**src/rtl/sha256_stream_hasher_unit_defines.svh**
```systemverilog
// Assertion macros for the SHA-256 stream hasher.
`ifndef SHA256_STREAM_HASHER_UNIT_DEFINES_SVH
`define SHA256_STREAM_HASHER_UNIT_DEFINES_SVH

// same-cycle implication, checked outside reset
`define SHS_ASSERT_NOW(label, ante, cons, msg) \
    label: assert property (@(posedge clk) disable iff (!rst_n) (ante) |-> (cons)) \
        else $error(msg);

// next-cycle implication, checked outside reset
`define SHS_ASSERT_NEXT(label, ante, cons, msg) \
    label: assert property (@(posedge clk) disable iff (!rst_n) (ante) |=> (cons)) \
        else $error(msg);

`endif

```
**src/rtl/shs_pkg.sv**
```systemverilog
// Shared types, constants and SHA-256 functions for the stream hasher.
package shs_pkg;

    typedef enum logic [2:0] {
        ST_IDLE,
        ST_PAD,
        ST_LOAD,
        ST_ROUND,
        ST_FOLD,
        ST_EMIT
    } shs_state_t;

    typedef struct packed {
        logic shift_byte;
        logic step;
    } shs_sched_ctl_t;

    typedef struct packed {
        logic load;
        logic step;
        logic fold;
        logic restart;
    } shs_core_ctl_t;

    localparam logic [7:0] PAD_MARK   = 8'h80;
    localparam logic [5:0] LEN_OFFSET = 6'd56;
    localparam logic [5:0] LAST_SLOT  = 6'd63;
    localparam logic [5:0] LAST_ROUND = 6'd63;
    localparam logic [2:0] LAST_WORD  = 3'd7;

    localparam logic [7:0][31:0] H_INIT = {
        32'h5be0cd19, 32'h1f83d9ab, 32'h9b05688c, 32'h510e527f,
        32'ha54ff53a, 32'h3c6ef372, 32'hbb67ae85, 32'h6a09e667
    };

    function automatic logic [31:0] ror32(input logic [31:0] x, input int n);
        return (x >> n) | (x << (32 - n));
    endfunction

    function automatic logic [31:0] big_sigma0(input logic [31:0] x);
        return ror32(x, 2) ^ ror32(x, 13) ^ ror32(x, 22);
    endfunction

    function automatic logic [31:0] big_sigma1(input logic [31:0] x);
        return ror32(x, 6) ^ ror32(x, 11) ^ ror32(x, 25);
    endfunction

    function automatic logic [31:0] small_sigma0(input logic [31:0] x);
        return ror32(x, 7) ^ ror32(x, 18) ^ (x >> 3);
    endfunction

    function automatic logic [31:0] small_sigma1(input logic [31:0] x);
        return ror32(x, 17) ^ ror32(x, 19) ^ (x >> 10);
    endfunction

    function automatic logic [31:0] round_k(input logic [5:0] idx);
        logic [31:0] k;
        case (idx)
            6'd0:  k = 32'h428a2f98;
            6'd1:  k = 32'h71374491;
            6'd2:  k = 32'hb5c0fbcf;
            6'd3:  k = 32'he9b5dba5;
            6'd4:  k = 32'h3956c25b;
            6'd5:  k = 32'h59f111f1;
            6'd6:  k = 32'h923f82a4;
            6'd7:  k = 32'hab1c5ed5;
            6'd8:  k = 32'hd807aa98;
            6'd9:  k = 32'h12835b01;
            6'd10: k = 32'h243185be;
            6'd11: k = 32'h550c7dc3;
            6'd12: k = 32'h72be5d74;
            6'd13: k = 32'h80deb1fe;
            6'd14: k = 32'h9bdc06a7;
            6'd15: k = 32'hc19bf174;
            6'd16: k = 32'he49b69c1;
            6'd17: k = 32'hefbe4786;
            6'd18: k = 32'h0fc19dc6;
            6'd19: k = 32'h240ca1cc;
            6'd20: k = 32'h2de92c6f;
            6'd21: k = 32'h4a7484aa;
            6'd22: k = 32'h5cb0a9dc;
            6'd23: k = 32'h76f988da;
            6'd24: k = 32'h983e5152;
            6'd25: k = 32'ha831c66d;
            6'd26: k = 32'hb00327c8;
            6'd27: k = 32'hbf597fc7;
            6'd28: k = 32'hc6e00bf3;
            6'd29: k = 32'hd5a79147;
            6'd30: k = 32'h06ca6351;
            6'd31: k = 32'h14292967;
            6'd32: k = 32'h27b70a85;
            6'd33: k = 32'h2e1b2138;
            6'd34: k = 32'h4d2c6dfc;
            6'd35: k = 32'h53380d13;
            6'd36: k = 32'h650a7354;
            6'd37: k = 32'h766a0abb;
            6'd38: k = 32'h81c2c92e;
            6'd39: k = 32'h92722c85;
            6'd40: k = 32'ha2bfe8a1;
            6'd41: k = 32'ha81a664b;
            6'd42: k = 32'hc24b8b70;
            6'd43: k = 32'hc76c51a3;
            6'd44: k = 32'hd192e819;
            6'd45: k = 32'hd6990624;
            6'd46: k = 32'hf40e3585;
            6'd47: k = 32'h106aa070;
            6'd48: k = 32'h19a4c116;
            6'd49: k = 32'h1e376c08;
            6'd50: k = 32'h2748774c;
            6'd51: k = 32'h34b0bcb5;
            6'd52: k = 32'h391c0cb3;
            6'd53: k = 32'h4ed8aa4a;
            6'd54: k = 32'h5b9cca4f;
            6'd55: k = 32'h682e6ff3;
            6'd56: k = 32'h748f82ee;
            6'd57: k = 32'h78a5636f;
            6'd58: k = 32'h84c87814;
            6'd59: k = 32'h8cc70208;
            6'd60: k = 32'h90befffa;
            6'd61: k = 32'ha4506ceb;
            6'd62: k = 32'hbef9a3f7;
            6'd63: k = 32'hc67178f2;
            default: k = 32'h00000000;
        endcase
        return k;
    endfunction

endpackage

```
**src/rtl/sha256_stream_hasher_unit.sv**
```systemverilog
// Top level of the SHA-256 stream hasher: sequencer, counters and digest output.
// Usage:
//   Item channel (item_valid / item_stall): one request carries data_byte,
//   byte_valid and message_end. A request with message_end set closes the
//   message after its byte, if any; an empty message is allowed.
//   Digest channel (digest_valid / digest_stall): eight requests per message,
//   digest_word with word_index 0 to 7, last_word set on word 7.
// Timing:
//   A byte that does not complete a block leaves the block idle. A byte that
//   completes a block starts a compression (load, 64 rounds of the
//   shared round unit, fold). At message end, padding bytes are shifted in
//   one per cycle (up to 64 per block), followed by one compression, or two
//   when the length no longer fits; then the eight digest words go out at
//   one per cycle while digest_stall is low.
//   item_stall is high from the first cycle after such work starts until the
//   block is back in idle.
// Reset: chaining words return to the initial hash values, byte and fill
//   counts clear, and the block comes up idle. After word 7 is taken the same
//   restart happens. While digest_stall is high the current word holds.
module sha256_stream_hasher_unit (
    input  logic        clk,
    input  logic        rst_n,
    input  logic        item_valid,
    output logic        item_stall,
    input  logic [7:0]  data_byte,
    input  logic        byte_valid,
    input  logic        message_end,
    output logic        digest_valid,
    input  logic        digest_stall,
    output logic [31:0] digest_word,
    output logic [2:0]  word_index,
    output logic        last_word
);
    import shs_pkg::*;

    shs_state_t       state_reg;
    shs_state_t       state_next;
    logic [5:0]       fill_reg;
    logic [5:0]       fill_next;
    logic [60:0]      count_reg;
    logic [60:0]      count_next;
    logic [5:0]       round_reg;
    logic [5:0]       round_next;
    logic [2:0]       word_reg;
    logic [2:0]       word_next;
    logic             end_reg;
    logic             end_next;
    logic             first_reg;
    logic             first_next;
    logic             len_ok_reg;
    logic             len_ok_next;

    logic             item_take;
    logic             digest_take;
    logic [7:0][7:0]  len_bytes;
    logic [7:0]       pad_byte;
    logic [7:0]       sched_byte;
    shs_sched_ctl_t   sched_ctl;
    shs_core_ctl_t    core_ctl;
    logic [31:0]      w_cur;
    logic [7:0][31:0] chain;

    assign item_take   = item_valid && !item_stall;
    assign digest_take = digest_valid && !digest_stall;
    assign len_bytes   = {count_reg, 3'b000};

    always_comb
    begin
        if (first_reg)
        begin
            pad_byte = PAD_MARK;
        end
        else if (len_ok_reg && (fill_reg >= LEN_OFFSET))
        begin
            pad_byte = len_bytes[~fill_reg[2:0]];
        end
        else
        begin
            pad_byte = 8'h00;
        end
    end

    // next state
    always_comb
    begin
        state_next = state_reg;
        unique case (state_reg)
            ST_IDLE:
            begin
                if (item_take)
                begin
                    if (byte_valid && (fill_reg == LAST_SLOT))
                    begin
                        state_next = ST_LOAD;
                    end
                    else if (message_end)
                    begin
                        state_next = ST_PAD;
                    end
                end
            end
            ST_PAD:
            begin
                if (fill_reg == LAST_SLOT)
                begin
                    state_next = ST_LOAD;
                end
            end
            ST_LOAD:
            begin
                state_next = ST_ROUND;
            end
            ST_ROUND:
            begin
                if (round_reg == LAST_ROUND)
                begin
                    state_next = ST_FOLD;
                end
            end
            ST_FOLD:
            begin
                if (!end_reg)
                begin
                    state_next = ST_IDLE;
                end
                else if (len_ok_reg)
                begin
                    state_next = ST_EMIT;
                end
                else
                begin
                    state_next = ST_PAD;
                end
            end
            ST_EMIT:
            begin
                if (digest_take && (word_reg == LAST_WORD))
                begin
                    state_next = ST_IDLE;
                end
            end
            default:
            begin
                state_next = ST_IDLE;
            end
        endcase
    end

    // outputs and unit controls
    always_comb
    begin
        item_stall           = (state_reg != ST_IDLE);
        digest_valid         = (state_reg == ST_EMIT);
        sched_ctl.shift_byte = ((state_reg == ST_IDLE) && item_valid && byte_valid)
                             || (state_reg == ST_PAD);
        sched_ctl.step       = (state_reg == ST_ROUND);
        sched_byte           = (state_reg == ST_PAD) ? pad_byte : data_byte;
        core_ctl.load        = (state_reg == ST_LOAD);
        core_ctl.step        = (state_reg == ST_ROUND);
        core_ctl.fold        = (state_reg == ST_FOLD);
        core_ctl.restart     = (state_reg == ST_EMIT) && !digest_stall
                             && (word_reg == LAST_WORD);
    end

    // counters and padding flags
    always_comb
    begin
        fill_next   = fill_reg;
        count_next  = count_reg;
        round_next  = round_reg;
        word_next   = word_reg;
        end_next    = end_reg;
        first_next  = first_reg;
        len_ok_next = len_ok_reg;
        if (sched_ctl.shift_byte)
        begin
            fill_next = fill_reg + 6'd1;
        end
        if (item_take)
        begin
            end_next    = message_end;
            first_next  = 1'b1;
            len_ok_next = 1'b0;
            if (byte_valid)
            begin
                count_next = count_reg + 61'd1;
            end
        end
        if (state_reg == ST_PAD)
        begin
            first_next = 1'b0;
            if (first_reg)
            begin
                len_ok_next = (fill_reg < LEN_OFFSET);
            end
        end
        if ((state_reg == ST_FOLD) && end_reg && !first_reg)
        begin
            len_ok_next = 1'b1;
        end
        if (state_reg == ST_LOAD)
        begin
            round_next = 6'd0;
        end
        else if (state_reg == ST_ROUND)
        begin
            round_next = round_reg + 6'd1;
        end
        if (digest_take)
        begin
            word_next = word_reg + 3'd1;
        end
        if (core_ctl.restart)
        begin
            fill_next  = 6'd0;
            count_next = 61'd0;
        end
    end

    always_ff @(posedge clk or negedge rst_n)
    begin
        if (!rst_n)
        begin
            state_reg  <= ST_IDLE;
            fill_reg   <= 6'd0;
            count_reg  <= 61'd0;
            round_reg  <= 6'd0;
            word_reg   <= 3'd0;
            end_reg    <= 1'b0;
            first_reg  <= 1'b0;
            len_ok_reg <= 1'b0;
        end
        else
        begin
            state_reg  <= state_next;
            fill_reg   <= fill_next;
            count_reg  <= count_next;
            round_reg  <= round_next;
            word_reg   <= word_next;
            end_reg    <= end_next;
            first_reg  <= first_next;
            len_ok_reg <= len_ok_next;
        end
    end

    shs_sched u_sched (
        .clk     (clk),
        .ctl     (sched_ctl),
        .byte_in (sched_byte),
        .w_cur   (w_cur)
    );

    shs_round u_round (
        .clk       (clk),
        .rst_n     (rst_n),
        .ctl       (core_ctl),
        .round_idx (round_reg),
        .w_cur     (w_cur),
        .chain     (chain)
    );

    assign digest_word = chain[word_reg];
    assign word_index  = word_reg;
    assign last_word   = (word_reg == LAST_WORD);

`include "sha256_stream_hasher_unit_defines.svh"

    `SHS_ASSERT_NOW(a_emit_blocks_items, digest_valid, item_stall, "item taken during digest output")
    `SHS_ASSERT_NOW(a_emit_block_aligned, state_reg == ST_EMIT, fill_reg == 6'd0, "digest with partial block")
    `SHS_ASSERT_NEXT(a_rounds_then_fold, (state_reg == ST_ROUND) && (round_reg == LAST_ROUND), state_reg == ST_FOLD, "round count overrun")
    `SHS_ASSERT_NEXT(a_restart_clears, digest_take && last_word, (count_reg == 61'd0) && (state_reg == ST_IDLE), "no restart after last word")

endmodule

```
**src/rtl/shs_sched.sv**
```systemverilog
// Block buffer and message schedule window: byte shift-in and word expansion.
module shs_sched (
    input  logic                   clk,
    input  shs_pkg::shs_sched_ctl_t ctl,
    input  logic [7:0]             byte_in,
    output logic [31:0]            w_cur
);
    import shs_pkg::*;

    logic [15:0][31:0] win_reg;
    logic [15:0][31:0] win_next;
    logic [31:0]       w_new;

    // window slot 15 holds the oldest word
    always_comb
    begin
        w_new = win_reg[15] + small_sigma0(win_reg[14]) + win_reg[6]
              + small_sigma1(win_reg[1]);
    end

    always_comb
    begin
        win_next = win_reg;
        if (ctl.shift_byte)
        begin
            win_next = {win_reg[15][23:0], win_reg[14:0], byte_in};
        end
        else if (ctl.step)
        begin
            win_next = {win_reg[14:0], w_new};
        end
    end

    always_ff @(posedge clk)
    begin
        win_reg <= win_next;
    end

    assign w_cur = win_reg[15];

endmodule

```
**src/rtl/shs_round.sv**
```systemverilog
// Compression round unit: working variables and chaining words.
module shs_round (
    input  logic                   clk,
    input  logic                   rst_n,
    input  shs_pkg::shs_core_ctl_t ctl,
    input  logic [5:0]             round_idx,
    input  logic [31:0]            w_cur,
    output logic [7:0][31:0]       chain
);
    import shs_pkg::*;

    logic [7:0][31:0] work_reg;
    logic [7:0][31:0] work_next;
    logic [7:0][31:0] chain_reg;
    logic [7:0][31:0] chain_next;
    logic [31:0]      t1;
    logic [31:0]      t2;
    logic [31:0]      ch;
    logic [31:0]      maj;

    always_comb
    begin
        ch  = (work_reg[4] & work_reg[5]) ^ (~work_reg[4] & work_reg[6]);
        maj = (work_reg[0] & work_reg[1]) ^ (work_reg[0] & work_reg[2])
            ^ (work_reg[1] & work_reg[2]);
        t1  = work_reg[7] + big_sigma1(work_reg[4]) + ch + round_k(round_idx) + w_cur;
        t2  = big_sigma0(work_reg[0]) + maj;
    end

    always_comb
    begin
        work_next = work_reg;
        if (ctl.load)
        begin
            work_next = chain_reg;
        end
        else if (ctl.step)
        begin
            work_next[7] = work_reg[6];
            work_next[6] = work_reg[5];
            work_next[5] = work_reg[4];
            work_next[4] = work_reg[3] + t1;
            work_next[3] = work_reg[2];
            work_next[2] = work_reg[1];
            work_next[1] = work_reg[0];
            work_next[0] = t1 + t2;
        end
    end

    always_comb
    begin
        chain_next = chain_reg;
        if (ctl.restart)
        begin
            chain_next = H_INIT;
        end
        else if (ctl.fold)
        begin
            for (int i = 0; i < 8; i++)
            begin
                chain_next[i] = chain_reg[i] + work_reg[i];
            end
        end
    end

    always_ff @(posedge clk)
    begin
        work_reg <= work_next;
    end

    always_ff @(posedge clk or negedge rst_n)
    begin
        if (!rst_n)
        begin
            chain_reg <= H_INIT;
        end
        else
        begin
            chain_reg <= chain_next;
        end
    end

    assign chain = chain_reg;

endmodule
```
**config.mk**
```make
export PLATFORM = sky130hd
export DESIGN_NAME = sha256_stream_hasher_unit
export DESIGN_NICKNAME = d
export VERILOG_FILES = /design/src/rtl/shs_pkg.sv /design/src/rtl/sha256_stream_hasher_unit.sv /design/src/rtl/shs_sched.sv /design/src/rtl/shs_round.sv
export VERILOG_INCLUDE_DIRS = /design/src /design/src/rtl
export SDC_FILE = /design/constraint.sdc
export NUM_CORES = 2
export LEC_CHECK = 0
export BUFFER_PORTS_ARGS = -buffer_cell sky130_fd_sc_hd__buf_2
export CAP_MARGIN = 5
export CORE_ASPECT_RATIO = 1.5
export CORE_MARGIN = 2
export CORE_UTILIZATION = 40
export DETAILED_ROUTE_END_ITERATION = 16
export PLACE_DENSITY = 0.61
export SYNTH_ARGS = -nofsm -noshare
export SYNTH_HDL_FRONTEND = slang
export SYNTH_SLANG_ARGS = --single-unit
```
**constraint.sdc**
```tcl
create_clock -name clk -period 60.2 [get_ports clk]
set_clock_uncertainty 0.1 [all_clocks]
set_input_delay 9.03 -clock clk [delete_from_list [all_inputs] [get_ports clk]]
set_output_delay 9.03 -clock clk [all_outputs]
set_load 0.01 [all_outputs]
```
==> flow_summary_export.csv <==
group,metric,value,unit
outcome,status,"finished clean",
yosys,synth_enable_flop_cells,768,
sta,rsz0062_at_grt,"false",
setup_path,required,51.07,ns
floorplan,start_util,40.31,%
job,drv_cap,0,
yosys,yosys.area.top_type,"edfxtp_1",
sta,tns,0,ns
sta,relSlewSlack,13.98,%
sta,hold_viol,0,
finish,finish.instance_area,81600,um2
sta,hold_ws,0.3820,ns
finish,largest_reg_flops,480,
routing,drtIter0Drc,4632,
finish,final_cells,10500,
routing,avgViaCountPerCell,5.614,
grt,grt_pass1_vias,59130,
sta,final.min_clock_period,12.67,ns
yosys,syn_nets,8722,
worst_hold_path,worst_hold_path_type,"reg2reg",
floorplan,die_w,357.9,um
cts,cts_sinks,1106,
routing,vias,58920,
setup_path,path_class,"reg2out",
cts,cts_resized,0,
sta,drv_slew,0,
sta,tightestPinTransition,1.277,ns
routing,ant_nets,0,
routing,totalWireLength,244000,um
setup_path,cp_num_cells,4,
yosys,syn_avg_cell_area,9.257,um2
setup_path,crit_chain,"buf_4 > mux4_2 > mux2_2 > buf_2",
grt,grt_max_degree,230,
cts,hold_buffers,0,
yosys,yosysTopAreaCellShare,30.69,%
setup_path,max_stage_delay,0.83,ns
cts,ctsHtreeMaxLevel,3,
yosys,syn-cell-area,75150,um2
routing,first_pass_iters,8,
yosys,synth_warnings,0,
cts,post-cts-setup-buffer-count,0,
sta,setup-violations-final,0,
yosys,synth_seq_cells,1106,
grt,grt_pass1_wl,364400,um
setup_path,cp_data_arrival_time,3.54,ns
setup_path,crit_family,"multiplexers",
floorplan,ioPinCount,52,
cts,insertion_delay,0.80,ns
setup_path,ff2ff_path_depth,35,
yosys,synth_area_leaders,"edfxtp_1 (31%), nand2_1 (12%), dfrtp_1 (6.7%), ha_1 (6.6%), fa_1 (5.2%)",
grt,grt_util_all_layers,25.10,%
finish,final_cell_mix,"nand2_1 (2349), edfxtp_1 (768), a21oi_1 (490), o21ai_0 (441), nor2_1 (397)",
floorplan,die-area,191400,um2
yosys,synth.yosys.seq_area_share,42.17,%
cts,path_clk_slew,0.06,ns
floorplan,core,186400,um2
setup_path,path_buf_inv,2,
cts,clockBufferDepth,3,
cts,cts-root-buf,"clkbuf_16",
setup_path,crit_fanout,36,
yosys,netlist_instances,8118,
setup_path,cp-start-kind,"flop",
setup_path,r2r_start,"round_reg[0]",
placed_design,hpwl,179100,um
floorplan,core.rowCount,194,
routing,wl_per_cell,23.25,um
finish,finish.net_count,8542,
setup_path,critPathLaunch,"word_index[1]",
placed_design,dp.cells,10270,
floorplan,die_y,534.9,um
setup_path,critPathCaptureType,"output pin",
finish,drive_above_1_share,8.354,%
grt,grt_antenna_before_repair,3,
yosys,synthFlopType,"edfxtp_1",
setup_path,crit_path_end,"digest_word[2]",
placed_design,port_buffers,51,
placed_design,gp_congestion,0.9894,
cts,cts_tree,"built",
grt,grt_overflow,0,
placed_design,dpl-instance-area,77670,um2
routing,route.detailed.drc,0,
setup_path,crit_slowest_cell,"dfrtp_4",
sta,max_freq,78.90,MHz
sta,fin_crit_sh,21.05,%
finish,final_common_cell,"nand2_1",
setup_path,ff2ff_setup_slack,48.64,ns
finish,area_delta_synth_final,8.579,%
yosys,synthArstFlopShare,30.56,%
cts,cts_buffers,119,
setup_path,reg2reg_to,"u_round.work_reg[31]",
yosys,synth_cell_type_count,88,
[worst min-delay path by stage]
stage	start	endpoint	depth (start not counted)
3_3_place_gp	count_reg[60]	count_reg[60]	1
3_5_place_dp	count_reg[60]	count_reg[60]	1
4_1_cts	count_reg[60]	count_reg[60]	1
5_1_grt	count_reg[60]	count_reg[60]	1
2_1_floorplan	count_reg[60]	count_reg[60]	1
6_report	count_reg[60]	count_reg[60]	1
[metal layers]
layer  routed length, um  vias to the layer above  GRT usage (%)  part of all wire, %
met5                   0                        -              0                    0
met4               19520                        0          17.46                  8.0
met3               10830                      594          2.617                  4.4
met2              124000                     1812          44.40                   51
met1               89630                    28860          28.16                   37
li1                    -                    27660              -                    -
[cell type report]
type / count / area (um2)
Fill cell: 17950 / 104800
Antenna cell: 1 / 2.502
Timing Repair Buffer: 148 / 1031
Tap cell: 2450 / 3065
Clock buffer: 148 / 3179
Clock inverter: 79 / 748.2
Inverter: 265 / 1002
Sequential cell: 1106 / 31710
Multi-Input combinational cell: 6298 / 40860
[Yosys cell counts (31+ instances only)]
cell type and number:
fa_1 195, o21bai_1 43, o31ai_1 33, o211ai_1 33, xor2_1 231, edfxtp_1 768, mux2_2 68, buf_1 31
ha_1 395, nor3_1 108, dfrtp_1 202, a21oi_1 490, nand2b_1 65, dfstp_2 136, mux4_2 83, nand2_1 2352
nor2b_1 52, xnor2_1 386, nand4_1 36, nor2_1 399, or3_1 33, nand3_1 147, a31oi_1 53, and3_1 55
o21a_1 55, clkbuf_1 416, a21o_1 164, inv_1 261, o21ai_0 442, a211oi_1 48
[per-stage QoR]
| step | worst slack, ns | utilization (%) |
|---|---|---|
| 4_1_cts | 47.47 | 43.77 |
| 2_1_floorplan | 21.83 | - |
| 3_3_place_gp | 47.18 | 41.66 |
| 5_1_grt | 47.45 | 43.77 |
| 6_report | 47.53 | 43.77 |
| 3_5_place_dp | 47.04 | 41.66 |
[cells by family after synthesis]
| kind of cell | count (synthesis) | share of synthesized area [%] |
|---|---|---|
| DFF | 1106 | 42.17 |
| AOI/OAI and AO/OA | 1559 | 12.83 |
| muxes | 173 | 3.799 |
| adders and majority gates | 613 | 12.08 |
| and+or+nand+nor | 3335 | 18.33 |
| xor gates and xnor gates | 618 | 7.221 |
| buffers and inverters | 714 | 3.570 |
Power is not shown: default switching activity piles up to over one toggle a cycle in this logic, so the estimate is an artifact.
